--- src/sv/ltc_pkg.sv ---
// Package for the lexical token classifier: result kind codes, the keyword
// table and the character class functions.
// No dependencies.
`default_nettype none

package ltc_pkg;

  localparam int KwTableSize = 20;
  localparam int KwMaxLen = 8;

  typedef enum logic [2:0] {
    KIND_KEYWORD    = 3'd0,
    KIND_IDENTIFIER = 3'd1,
    KIND_CONSTANT   = 3'd2,
    KIND_INVALID    = 3'd3,
    KIND_OPERATOR   = 3'd4
  } kind_t;

  typedef struct packed {
    kind_t       kind;
    logic [4:0]  keyword_number;
    logic [7:0]  token_length;
    logic [7:0]  operator_char;
    logic        last;
  } result_t;

  typedef logic [7:0] kw_word_t [KwMaxLen];

  localparam kw_word_t KwText [KwTableSize] = '{
    '{"i", "f", 8'h00, 8'h00, 8'h00, 8'h00, 8'h00, 8'h00},
    '{"e", "l", "s", "e", 8'h00, 8'h00, 8'h00, 8'h00},
    '{"w", "h", "i", "l", "e", 8'h00, 8'h00, 8'h00},
    '{"f", "o", "r", 8'h00, 8'h00, 8'h00, 8'h00, 8'h00},
    '{"d", "o", 8'h00, 8'h00, 8'h00, 8'h00, 8'h00, 8'h00},
    '{"b", "r", "e", "a", "k", 8'h00, 8'h00, 8'h00},
    '{"c", "o", "n", "t", "i", "n", "u", "e"},
    '{"i", "n", "t", 8'h00, 8'h00, 8'h00, 8'h00, 8'h00},
    '{"f", "l", "o", "a", "t", 8'h00, 8'h00, 8'h00},
    '{"d", "o", "u", "b", "l", "e", 8'h00, 8'h00},
    '{"l", "o", "n", "g", 8'h00, 8'h00, 8'h00, 8'h00},
    '{"c", "h", "a", "r", 8'h00, 8'h00, 8'h00, 8'h00},
    '{"s", "i", "z", "e", "o", "f", 8'h00, 8'h00},
    '{"s", "w", "i", "t", "c", "h", 8'h00, 8'h00},
    '{"u", "n", "s", "i", "g", "n", "e", "d"},
    '{"s", "i", "g", "n", "e", "d", 8'h00, 8'h00},
    '{"v", "o", "i", "d", 8'h00, 8'h00, 8'h00, 8'h00},
    '{"s", "t", "a", "t", "i", "c", 8'h00, 8'h00},
    '{"s", "t", "r", "u", "c", "t", 8'h00, 8'h00},
    '{"g", "o", "t", "o", 8'h00, 8'h00, 8'h00, 8'h00}
  };

  localparam logic [3:0] KwLen [KwTableSize] = '{
    4'd2, 4'd4, 4'd5, 4'd3, 4'd2, 4'd5, 4'd8, 4'd3, 4'd5, 4'd6,
    4'd4, 4'd4, 4'd6, 4'd6, 4'd8, 4'd6, 4'd4, 4'd6, 4'd6, 4'd4
  };

  function automatic logic is_digit(input logic [7:0] c);
    return c inside {["0":"9"]};
  endfunction

  function automatic logic is_operator(input logic [7:0] c);
    return c inside {"=", "+", "-", "*", "/", "%"};
  endfunction

  function automatic logic is_delimiter(input logic [7:0] c);
    return is_operator(c) ||
           (c inside {" ", "(", ")", "[", "]", "{", "}", ",", ";", "<", ">"});
  endfunction

endpackage

`default_nettype wire

--- src/sv/ltc_char_if.sv ---
// Character channel of the lexical token classifier: valid, ready and one
// source character per transaction. No dependencies.
`default_nettype none

interface ltc_char_if;
  logic       valid;
  logic       ready;
  logic [7:0] char_code;
  logic       line_end;

  modport source (output valid, output char_code, output line_end, input ready);
  modport sink (input valid, input char_code, input line_end, output ready);
endinterface

`default_nettype wire

--- src/sv/ltc_token_if.sv ---
// Token result channel of the lexical token classifier: valid, ready and one
// classified token or operator per transaction. No dependencies.
`default_nettype none

interface ltc_token_if;
  logic       valid;
  logic       ready;
  logic [2:0] token_kind;
  logic [4:0] keyword_number;
  logic [7:0] token_length;
  logic [7:0] operator_char;
  logic       last;

  modport source (output valid, output token_kind, output keyword_number,
                  output token_length, output operator_char, output last,
                  input ready);
  modport sink (input valid, input token_kind, input keyword_number,
                input token_length, input operator_char, input last,
                output ready);
endinterface

`default_nettype wire

--- src/sv/lexical_token_classifier_unit.sv ---
// Top level of the lexical token classifier.
// Depends on ltc_pkg, ltc_char_if and ltc_token_if.
`default_nettype none

// The block takes one source character per cycle and classifies each token
// when a delimiter ends it, tracking keyword prefixes one position at a time.
// A character transaction is accepted in every cycle while the four-entry
// result queue has room for two results. The first result of a character can
// leave in the cycle after the character is accepted, and a second result
// follows it. Results leave the queue one per cycle while tokens.ready is
// high. A character gives zero, one or two results, so characters are taken
// at one per cycle as long as they average no more than one result each;
// beyond that the single result port sets the rate and the input stalls.
// Line end drops the pending token and gives no result.
module lexical_token_classifier_unit #(
  parameter int KEYWORD_COUNT = 20,
  parameter int LENGTH_LIMIT  = 255
) (
  input  wire logic    clk,
  input  wire logic    rst,
  ltc_char_if.sink     chars,
  ltc_token_if.source  tokens
);

  localparam int KwUsed = (KEYWORD_COUNT < ltc_pkg::KwTableSize) ?
                          KEYWORD_COUNT : ltc_pkg::KwTableSize;
  localparam int LenW = $clog2(LENGTH_LIMIT + 1);
  localparam int Depth = 4;
  localparam int PtrW = 2;

  logic [KwUsed-1:0] keyword_alive, keyword_alive_next;
  logic [LenW-1:0]   pending_length, pending_length_next;
  logic              starts_with_digit, starts_with_digit_next;
  logic              all_digits, all_digits_next;

  ltc_pkg::result_t  queue [Depth];
  logic [PtrW-1:0]   wr_ptr, rd_ptr;
  logic [PtrW:0]     count, count_next;

  logic              accept, pop, is_delim, is_op, tok_push, found;
  logic [4:0]        kw_hit;
  ltc_pkg::kind_t    tok_kind;
  ltc_pkg::result_t  tok_res, op_res, first_res;
  logic [1:0]        push_n;

  assign chars.ready = (count <= (PtrW + 1)'(Depth - 2));
  assign accept = chars.valid && chars.ready;
  assign pop = tokens.valid && tokens.ready;

  assign is_delim = ltc_pkg::is_delimiter(chars.char_code);
  assign is_op = ltc_pkg::is_operator(chars.char_code);

  always_comb begin
    found = 1'b0;
    kw_hit = '0;
    for (int k = KwUsed - 1; k >= 0; k--) begin
      if (keyword_alive[k] && (LenW'(ltc_pkg::KwLen[k]) == pending_length)) begin
        found = 1'b1;
        kw_hit = 5'(k);
      end
    end
    if (found) begin
      tok_kind = ltc_pkg::KIND_KEYWORD;
    end else if (!starts_with_digit) begin
      tok_kind = ltc_pkg::KIND_IDENTIFIER;
    end else if (all_digits) begin
      tok_kind = ltc_pkg::KIND_CONSTANT;
    end else begin
      tok_kind = ltc_pkg::KIND_INVALID;
    end
  end

  always_comb begin
    tok_res.kind = tok_kind;
    tok_res.keyword_number = kw_hit;
    tok_res.token_length = 8'(pending_length);
    tok_res.operator_char = 8'h00;
    tok_res.last = !is_op;
    op_res.kind = ltc_pkg::KIND_OPERATOR;
    op_res.keyword_number = 5'd0;
    op_res.token_length = 8'd1;
    op_res.operator_char = chars.char_code;
    op_res.last = 1'b1;
  end

  assign tok_push = accept && !chars.line_end && is_delim && (pending_length != '0);
  assign first_res = tok_push ? tok_res : op_res;
  assign push_n = (accept && !chars.line_end && is_delim) ?
                  (2'(tok_push) + 2'(is_op)) : 2'd0;

  always_comb begin
    keyword_alive_next = keyword_alive;
    pending_length_next = pending_length;
    starts_with_digit_next = starts_with_digit;
    all_digits_next = all_digits;
    if (accept) begin
      if (chars.line_end || is_delim) begin
        keyword_alive_next = '1;
        pending_length_next = '0;
        starts_with_digit_next = 1'b0;
        all_digits_next = 1'b1;
      end else begin
        for (int k = 0; k < KwUsed; k++) begin
          keyword_alive_next[k] = keyword_alive[k] &&
              (pending_length < LenW'(ltc_pkg::KwLen[k])) &&
              (ltc_pkg::KwText[k][pending_length[2:0]] == chars.char_code);
        end
        if (pending_length == '0) begin
          starts_with_digit_next = ltc_pkg::is_digit(chars.char_code);
        end
        if (!ltc_pkg::is_digit(chars.char_code)) begin
          all_digits_next = 1'b0;
        end
        if (pending_length < LenW'(LENGTH_LIMIT)) begin
          pending_length_next = pending_length + LenW'(1);
        end
      end
    end
  end

  assign count_next = count + (PtrW + 1)'(push_n) - (PtrW + 1)'(pop);

  always_ff @(posedge clk) begin
    if (rst) begin
      keyword_alive <= '1;
      pending_length <= '0;
      starts_with_digit <= 1'b0;
      all_digits <= 1'b1;
      wr_ptr <= '0;
      rd_ptr <= '0;
      count <= '0;
    end else begin
      keyword_alive <= keyword_alive_next;
      pending_length <= pending_length_next;
      starts_with_digit <= starts_with_digit_next;
      all_digits <= all_digits_next;
      wr_ptr <= wr_ptr + PtrW'(push_n);
      if (pop) begin
        rd_ptr <= rd_ptr + PtrW'(1);
      end
      count <= count_next;
    end
  end

  always_ff @(posedge clk) begin
    if (push_n != 2'd0) begin
      queue[wr_ptr] <= first_res;
    end
    if (push_n == 2'd2) begin
      queue[wr_ptr + PtrW'(1)] <= op_res;
    end
  end

  assign tokens.valid = (count != '0);
  assign tokens.token_kind = queue[rd_ptr].kind;
  assign tokens.keyword_number = queue[rd_ptr].keyword_number;
  assign tokens.token_length = queue[rd_ptr].token_length;
  assign tokens.operator_char = queue[rd_ptr].operator_char;
  assign tokens.last = queue[rd_ptr].last;

  a_queue_bound: assert property (@(posedge clk) disable iff (rst)
    count <= (PtrW + 1)'(Depth))
    else $error("result queue count exceeds its depth");

  a_line_end_clears: assert property (@(posedge clk) disable iff (rst)
    (accept && chars.line_end) |=> (pending_length == '0) && (&keyword_alive))
    else $error("line end did not clear the pending token");

  a_keyword_short: assert property (@(posedge clk) disable iff (rst)
    (tok_push && found) |-> (pending_length <= LenW'(ltc_pkg::KwMaxLen)))
    else $error("keyword result longer than any keyword");

endmodule

`default_nettype wire
--- src/flat_wrapper.sv ---
// flat-port wrapper written by rule: the top's interface ports become plain ports
module lexical_token_classifier_unit_flat 
#(
  parameter int KEYWORD_COUNT = 20,
  parameter int LENGTH_LIMIT  = 255
)
  (clk, rst, chars_valid, chars_char_code, chars_line_end, chars_ready, tokens_valid, tokens_token_kind, tokens_keyword_number, tokens_token_length, tokens_operator_char, tokens_last, tokens_ready);
  ltc_char_if chars_i ();
  ltc_token_if tokens_i ();
  input  wire logic clk;
  input  wire logic rst;
  input wire logic [$bits(chars_i.valid)-1:0] chars_valid;
  input wire logic [$bits(chars_i.char_code)-1:0] chars_char_code;
  input wire logic [$bits(chars_i.line_end)-1:0] chars_line_end;
  output wire logic [$bits(chars_i.ready)-1:0] chars_ready;
  output wire logic [$bits(tokens_i.valid)-1:0] tokens_valid;
  output wire logic [$bits(tokens_i.token_kind)-1:0] tokens_token_kind;
  output wire logic [$bits(tokens_i.keyword_number)-1:0] tokens_keyword_number;
  output wire logic [$bits(tokens_i.token_length)-1:0] tokens_token_length;
  output wire logic [$bits(tokens_i.operator_char)-1:0] tokens_operator_char;
  output wire logic [$bits(tokens_i.last)-1:0] tokens_last;
  input wire logic [$bits(tokens_i.ready)-1:0] tokens_ready;
  assign chars_i.valid = chars_valid;
  assign chars_i.char_code = chars_char_code;
  assign chars_i.line_end = chars_line_end;
  assign chars_ready = chars_i.ready;
  assign tokens_valid = tokens_i.valid;
  assign tokens_token_kind = tokens_i.token_kind;
  assign tokens_keyword_number = tokens_i.keyword_number;
  assign tokens_token_length = tokens_i.token_length;
  assign tokens_operator_char = tokens_i.operator_char;
  assign tokens_last = tokens_i.last;
  assign tokens_i.ready = tokens_ready;
  lexical_token_classifier_unit #(.KEYWORD_COUNT(KEYWORD_COUNT), .LENGTH_LIMIT(LENGTH_LIMIT)) u_core (.clk(clk), .rst(rst), .chars(chars_i), .tokens(tokens_i));
endmodule
--- config.mk ---
export PLATFORM = sky130hd
export DESIGN_NAME = lexical_token_classifier_unit_flat
export DESIGN_NICKNAME = d
export VERILOG_FILES = /design/src/sv/ltc_pkg.sv /design/src/sv/ltc_char_if.sv /design/src/sv/ltc_token_if.sv /design/src/sv/lexical_token_classifier_unit.sv /design/src/flat_wrapper.sv
export SDC_FILE = /design/constraint.sdc
export NUM_CORES = 1
export LEC_CHECK = 0
export BUFFER_PORTS_ARGS = -buffer_cell sky130_fd_sc_hd__clkbuf_2
export CAP_MARGIN = 15
export CORE_MARGIN = 1.5
export CORE_UTILIZATION = 35
export CTS_BUF_LIST = sky130_fd_sc_hd__clkbuf_16
export CTS_CLUSTER_SIZE = 16
export DETAILED_ROUTE_END_ITERATION = 8
export PLACE_DENSITY_LB_ADDON = 0.3
export SYNTH_ARGS = -nofsm -noshare
export SYNTH_HDL_FRONTEND = slang
export SYNTH_SLANG_ARGS = --single-unit
export TNS_END_PERCENT = 5
--- constraint.sdc ---
create_clock -name clk -period 9.7 [get_ports clk]
set_input_delay 1.455 -clock clk [delete_from_list [all_inputs] [get_ports clk]]
set_output_delay 1.455 -clock clk [all_outputs]
set_load 0.01 [all_outputs]
==> flow_summary_export.csv <==
group,metric,value,unit
placed_design,routabilityCongestion,0.875,
route,detailed_route_drc_error_count,0,
floorplan,num_io_pins,40,
critical_path,max_stage_delay,0.95,ns
pwr,total_power,1.72,mW
critical_path,worst_r2r_startpoint,"u_core.count[1]",
floorplan,floorplan_core_area,22600,um^2
floorplan,floorplan.die.width,154,um
route,dr_total_vias,6770,
clock_tree,max-clock-path-buffers,2,
finish,final_common_cell,"dfxtp_1",
synth,synth_async_sr_flop_share,0,%
synth,synth_ff_type,"dfxtp_1",
sta,fmax,0.174,GHz
clock_tree,clock_tree_from_tritoncts,"built",
min_path,min-delay-start,"u_core.queue[1][24]",
pwr,worst_voltage_drop_across_the_vdd_grid,0.105,mV
placed_design,portBuffers,39,
critical_path,crit_chain,"clkbuf_2 -> nor2b_1 -> a32oi_1 -> a311oi_2 -> nand2_1 -> inv_1 -> ha_1 -> inv_1 -> o21ai_0 -> and2_1 -> or3b_1 -> inv_1",
critical_path,critPathKind,"in -> reg",
finish,syn2layout_area_growth,11.6,%
clock_tree,cts-resized-gates,0,
critical_path,ff2ff_setup_slack,5.23,ns
sta,slew-limit-headroom,29.6,%
critical_path,timing.critical_path.slowest_stage_cell,"a311oi_2",
sta,tightest_slew,1.05,ns
sta,worst_hold_margin,0.453,ns
synth,synth-seq-area-share,38.7,%
sta,timing.final.crit_share,59.3,%
synth,syn-mean-instance-area,9.20,um^2
floorplan,initial_core_utilization,35.5,%
sta,slew_viol_final,0,
critical_path,setup.worst_path.start,"chars_char_code[2]",
global_route,grt_first_pass_wirelength,37.3,mm
floorplan,rows,55,
sta,finalSetupViolations,0,
placed_design,dpl.hpwl,15.7,mm
floorplan,die_height,154,um
synth,synthesis.area,8020,um^2
outcome,outcome,"finished, final reports clean",
critical_path,critical_path.startpoint_type,"primary input",
finish,nets,898,
clock_tree,cts-buffers-inserted,17,
route,drt_wl_total,23.5,mm
global_route,overall_fraction_of_global_route_tracks_in_use,20.1,%
min_path,timing.hold.worst.class,"reg -> reg",
route,detailedRoute.firstIterationViolations,652,
synth,netlist_instances,871,
finish,diodes_inserted,0,
clock_tree,clock_root_cell,"clkbuf_16",
global_route,antenna_found_initial,0,
finish,final-instance-count-excl-fill,1164,
clock_tree,cts.hold.buffers_added,0,
global_route,pin_count_of_the_biggest_net_entering_global_routing,71,
finish,final_layout_size_suffix_gt1_share,13.4,%
critical_path,worst_ep_arrival_time,5.84,ns
sta,unrepaired_setup_endpoints_after_global_routing,"false",
floorplan,die-area,23800,um^2
sta,clock-skew-final,0.0122,ns
clock_tree,clk_pin_slew_worst_paths,0.06,ns
clock_tree,clock_insertion_delay_worst_skew,0.43,ns
clock_tree,cts_num_sinks,139,
route,drtPass1Iterations,5,
route,drt-wirelength-per-cell,20.2,um
flow_run,max_cap_viol_count,0,
synth,synth.lib_cells_used.distinct,79,
pwr,power_density_cells,193,nW/um^2
global_route,globalRouteOverflowTotal,0,
sta,hold_violations,0,
placed_design,dp_cells,1132,
synth,number_of_flops_mapped_to_enable_cells_by_yosys,32,
placed_design,dp_worst_setup_slack,3.59,ns
critical_path,crit_fanout,38,
critical_path,timing.critical_path.mode_cell,"inv_1",
global_route,first_global_vias,6540,
sta,final_period_minus_worst_setup_slack,5.76,ns
clock_tree,cts.repair_timing.setup_buffer_count,0,
critical_path,endpoint_kind,"flip-flop",
clock_tree,h-tree-depth,4,
route,final_antenna_net_count,0,
synth,synth_warnings,0,
sta,timing.final.ws_setup,3.94,ns
finish,final_cell_mix,"dfxtp_1, nand2_1, nor2_1, o21ai_0, clkbuf_2",
pwr,total_leakage_power,3.37,nW
finish,num-fill-cells,2239,
critical_path,critical_path_required,9.79,ns
synth,ys_seq_elements,139,
route,drt-vias-per-instance,5.82,
sta,finalSetupTns,0,ns
## Yosys cell counts, types with 10 or more instances
cell | n | area share [%]
a21oi_1 | 37 | 2.3
a22o_1 | 37 | 4.0
a31oi_1 | 16 | 1.2
a32o_1 | 10 | 1.2
and2_1 | 37 | 2.9
buf_1 | 16 | 0.75
clkbuf_1 | 46 | 2.2
dfxtp_1 | 107 | 27
edfxtp_1 | 32 | 12
ha_1 | 18 | 2.8
inv_1 | 31 | 1.5
mux4_2 | 25 | 7.0
nand2_1 | 80 | 3.7
nand3_1 | 17 | 1.1
nor2_1 | 54 | 2.5
nor2b_1 | 13 | 1.0
nor3_1 | 25 | 1.6
nor4_1 | 10 | 0.78
o21ai_0 | 43 | 2.7
xnor2_1 | 36 | 3.9
xor2_1 | 16 | 1.7
## layout make-up
cell class / instances / area (um^2) / area share (%)
multi-input combinational: 627 / 4500 / 50.3
timing repair buffer: 46 / 248 / 2.77
clock inverter: 15 / 180 / 2.01
inverter: 35 / 131 / 1.47
tap: 285 / 357 / 3.99
clock buffer: 17 / 425 / 4.76
sequential: 139 / 3110 / 34.7
## metrics by stage
step / util [%] / instance area [um^2]
floorplan: - / 8030
global placement: 36.9 / 8340
detailed placement: 36.9 / 8340
CTS: 39.6 / 8940
global route: 39.6 / 8940
finish: 39.6 / 8940
## power by group
group	switching (mW)	internal, mW
Combinational	0.208	0.165
Sequential	0.0575	0.625
Clock	0.281	0.388
Total	0.547	1.18
## path summary, 6_finish.rpt
kind	cells past startpoint	end
worst max-delay path	12	u_core.queue[1][4]
worst min-delay path	1	u_core.queue[1][24]
worst max register to register	11	u_core.queue[1][4]
worst min register to register	1	u_core.queue[1][24]
## state kept, by name, summed over array words and instances (netlist names), named ones only
name,count
u_core.queue,100
u_core.keyword_alive,20
u_core.pending_length,8
u_core.count,3
u_core.rd_ptr,2
u_core.wr_ptr,2
u_core.all_digits,1
u_core.starts_with_digit,1
## per-layer routing
metal | vias up | wire (um) | GRT usage [%]
li1 | 3202 | - | -
met1 | 3288 | 10900 | 27.3
met2 | 250 | 10800 | 32.3
met3 | 30 | 1430 | 3.87
met4 | 0 | 418 | 6.23
met5 | - | 0 | 0
## cells by family (layout without fill, tap and decap cells)
group           after synthesis  in the layout  synth area share, %
xor+xnor                     52             52                 5.68
compound gates              236            236                 21.3
flops                       139            139                 38.7
other cells                   1              4               0.0468
fa+ha+maj                    19             19                 3.06
buf+inv                     108            113                 5.34
simple gates                286            286                 18.2
mux                          30             30                 7.68
## worst max-delay path, delay by kind of cell
kind / cells / cell delay [ns]
simple gates: 4 / 1.35
buf+inv: 4 / 1.31
fa+ha+maj: 1 / 0.31
compound gates: 3 / 1.39
Note: power is estimated with default switching activity, not from simulation.
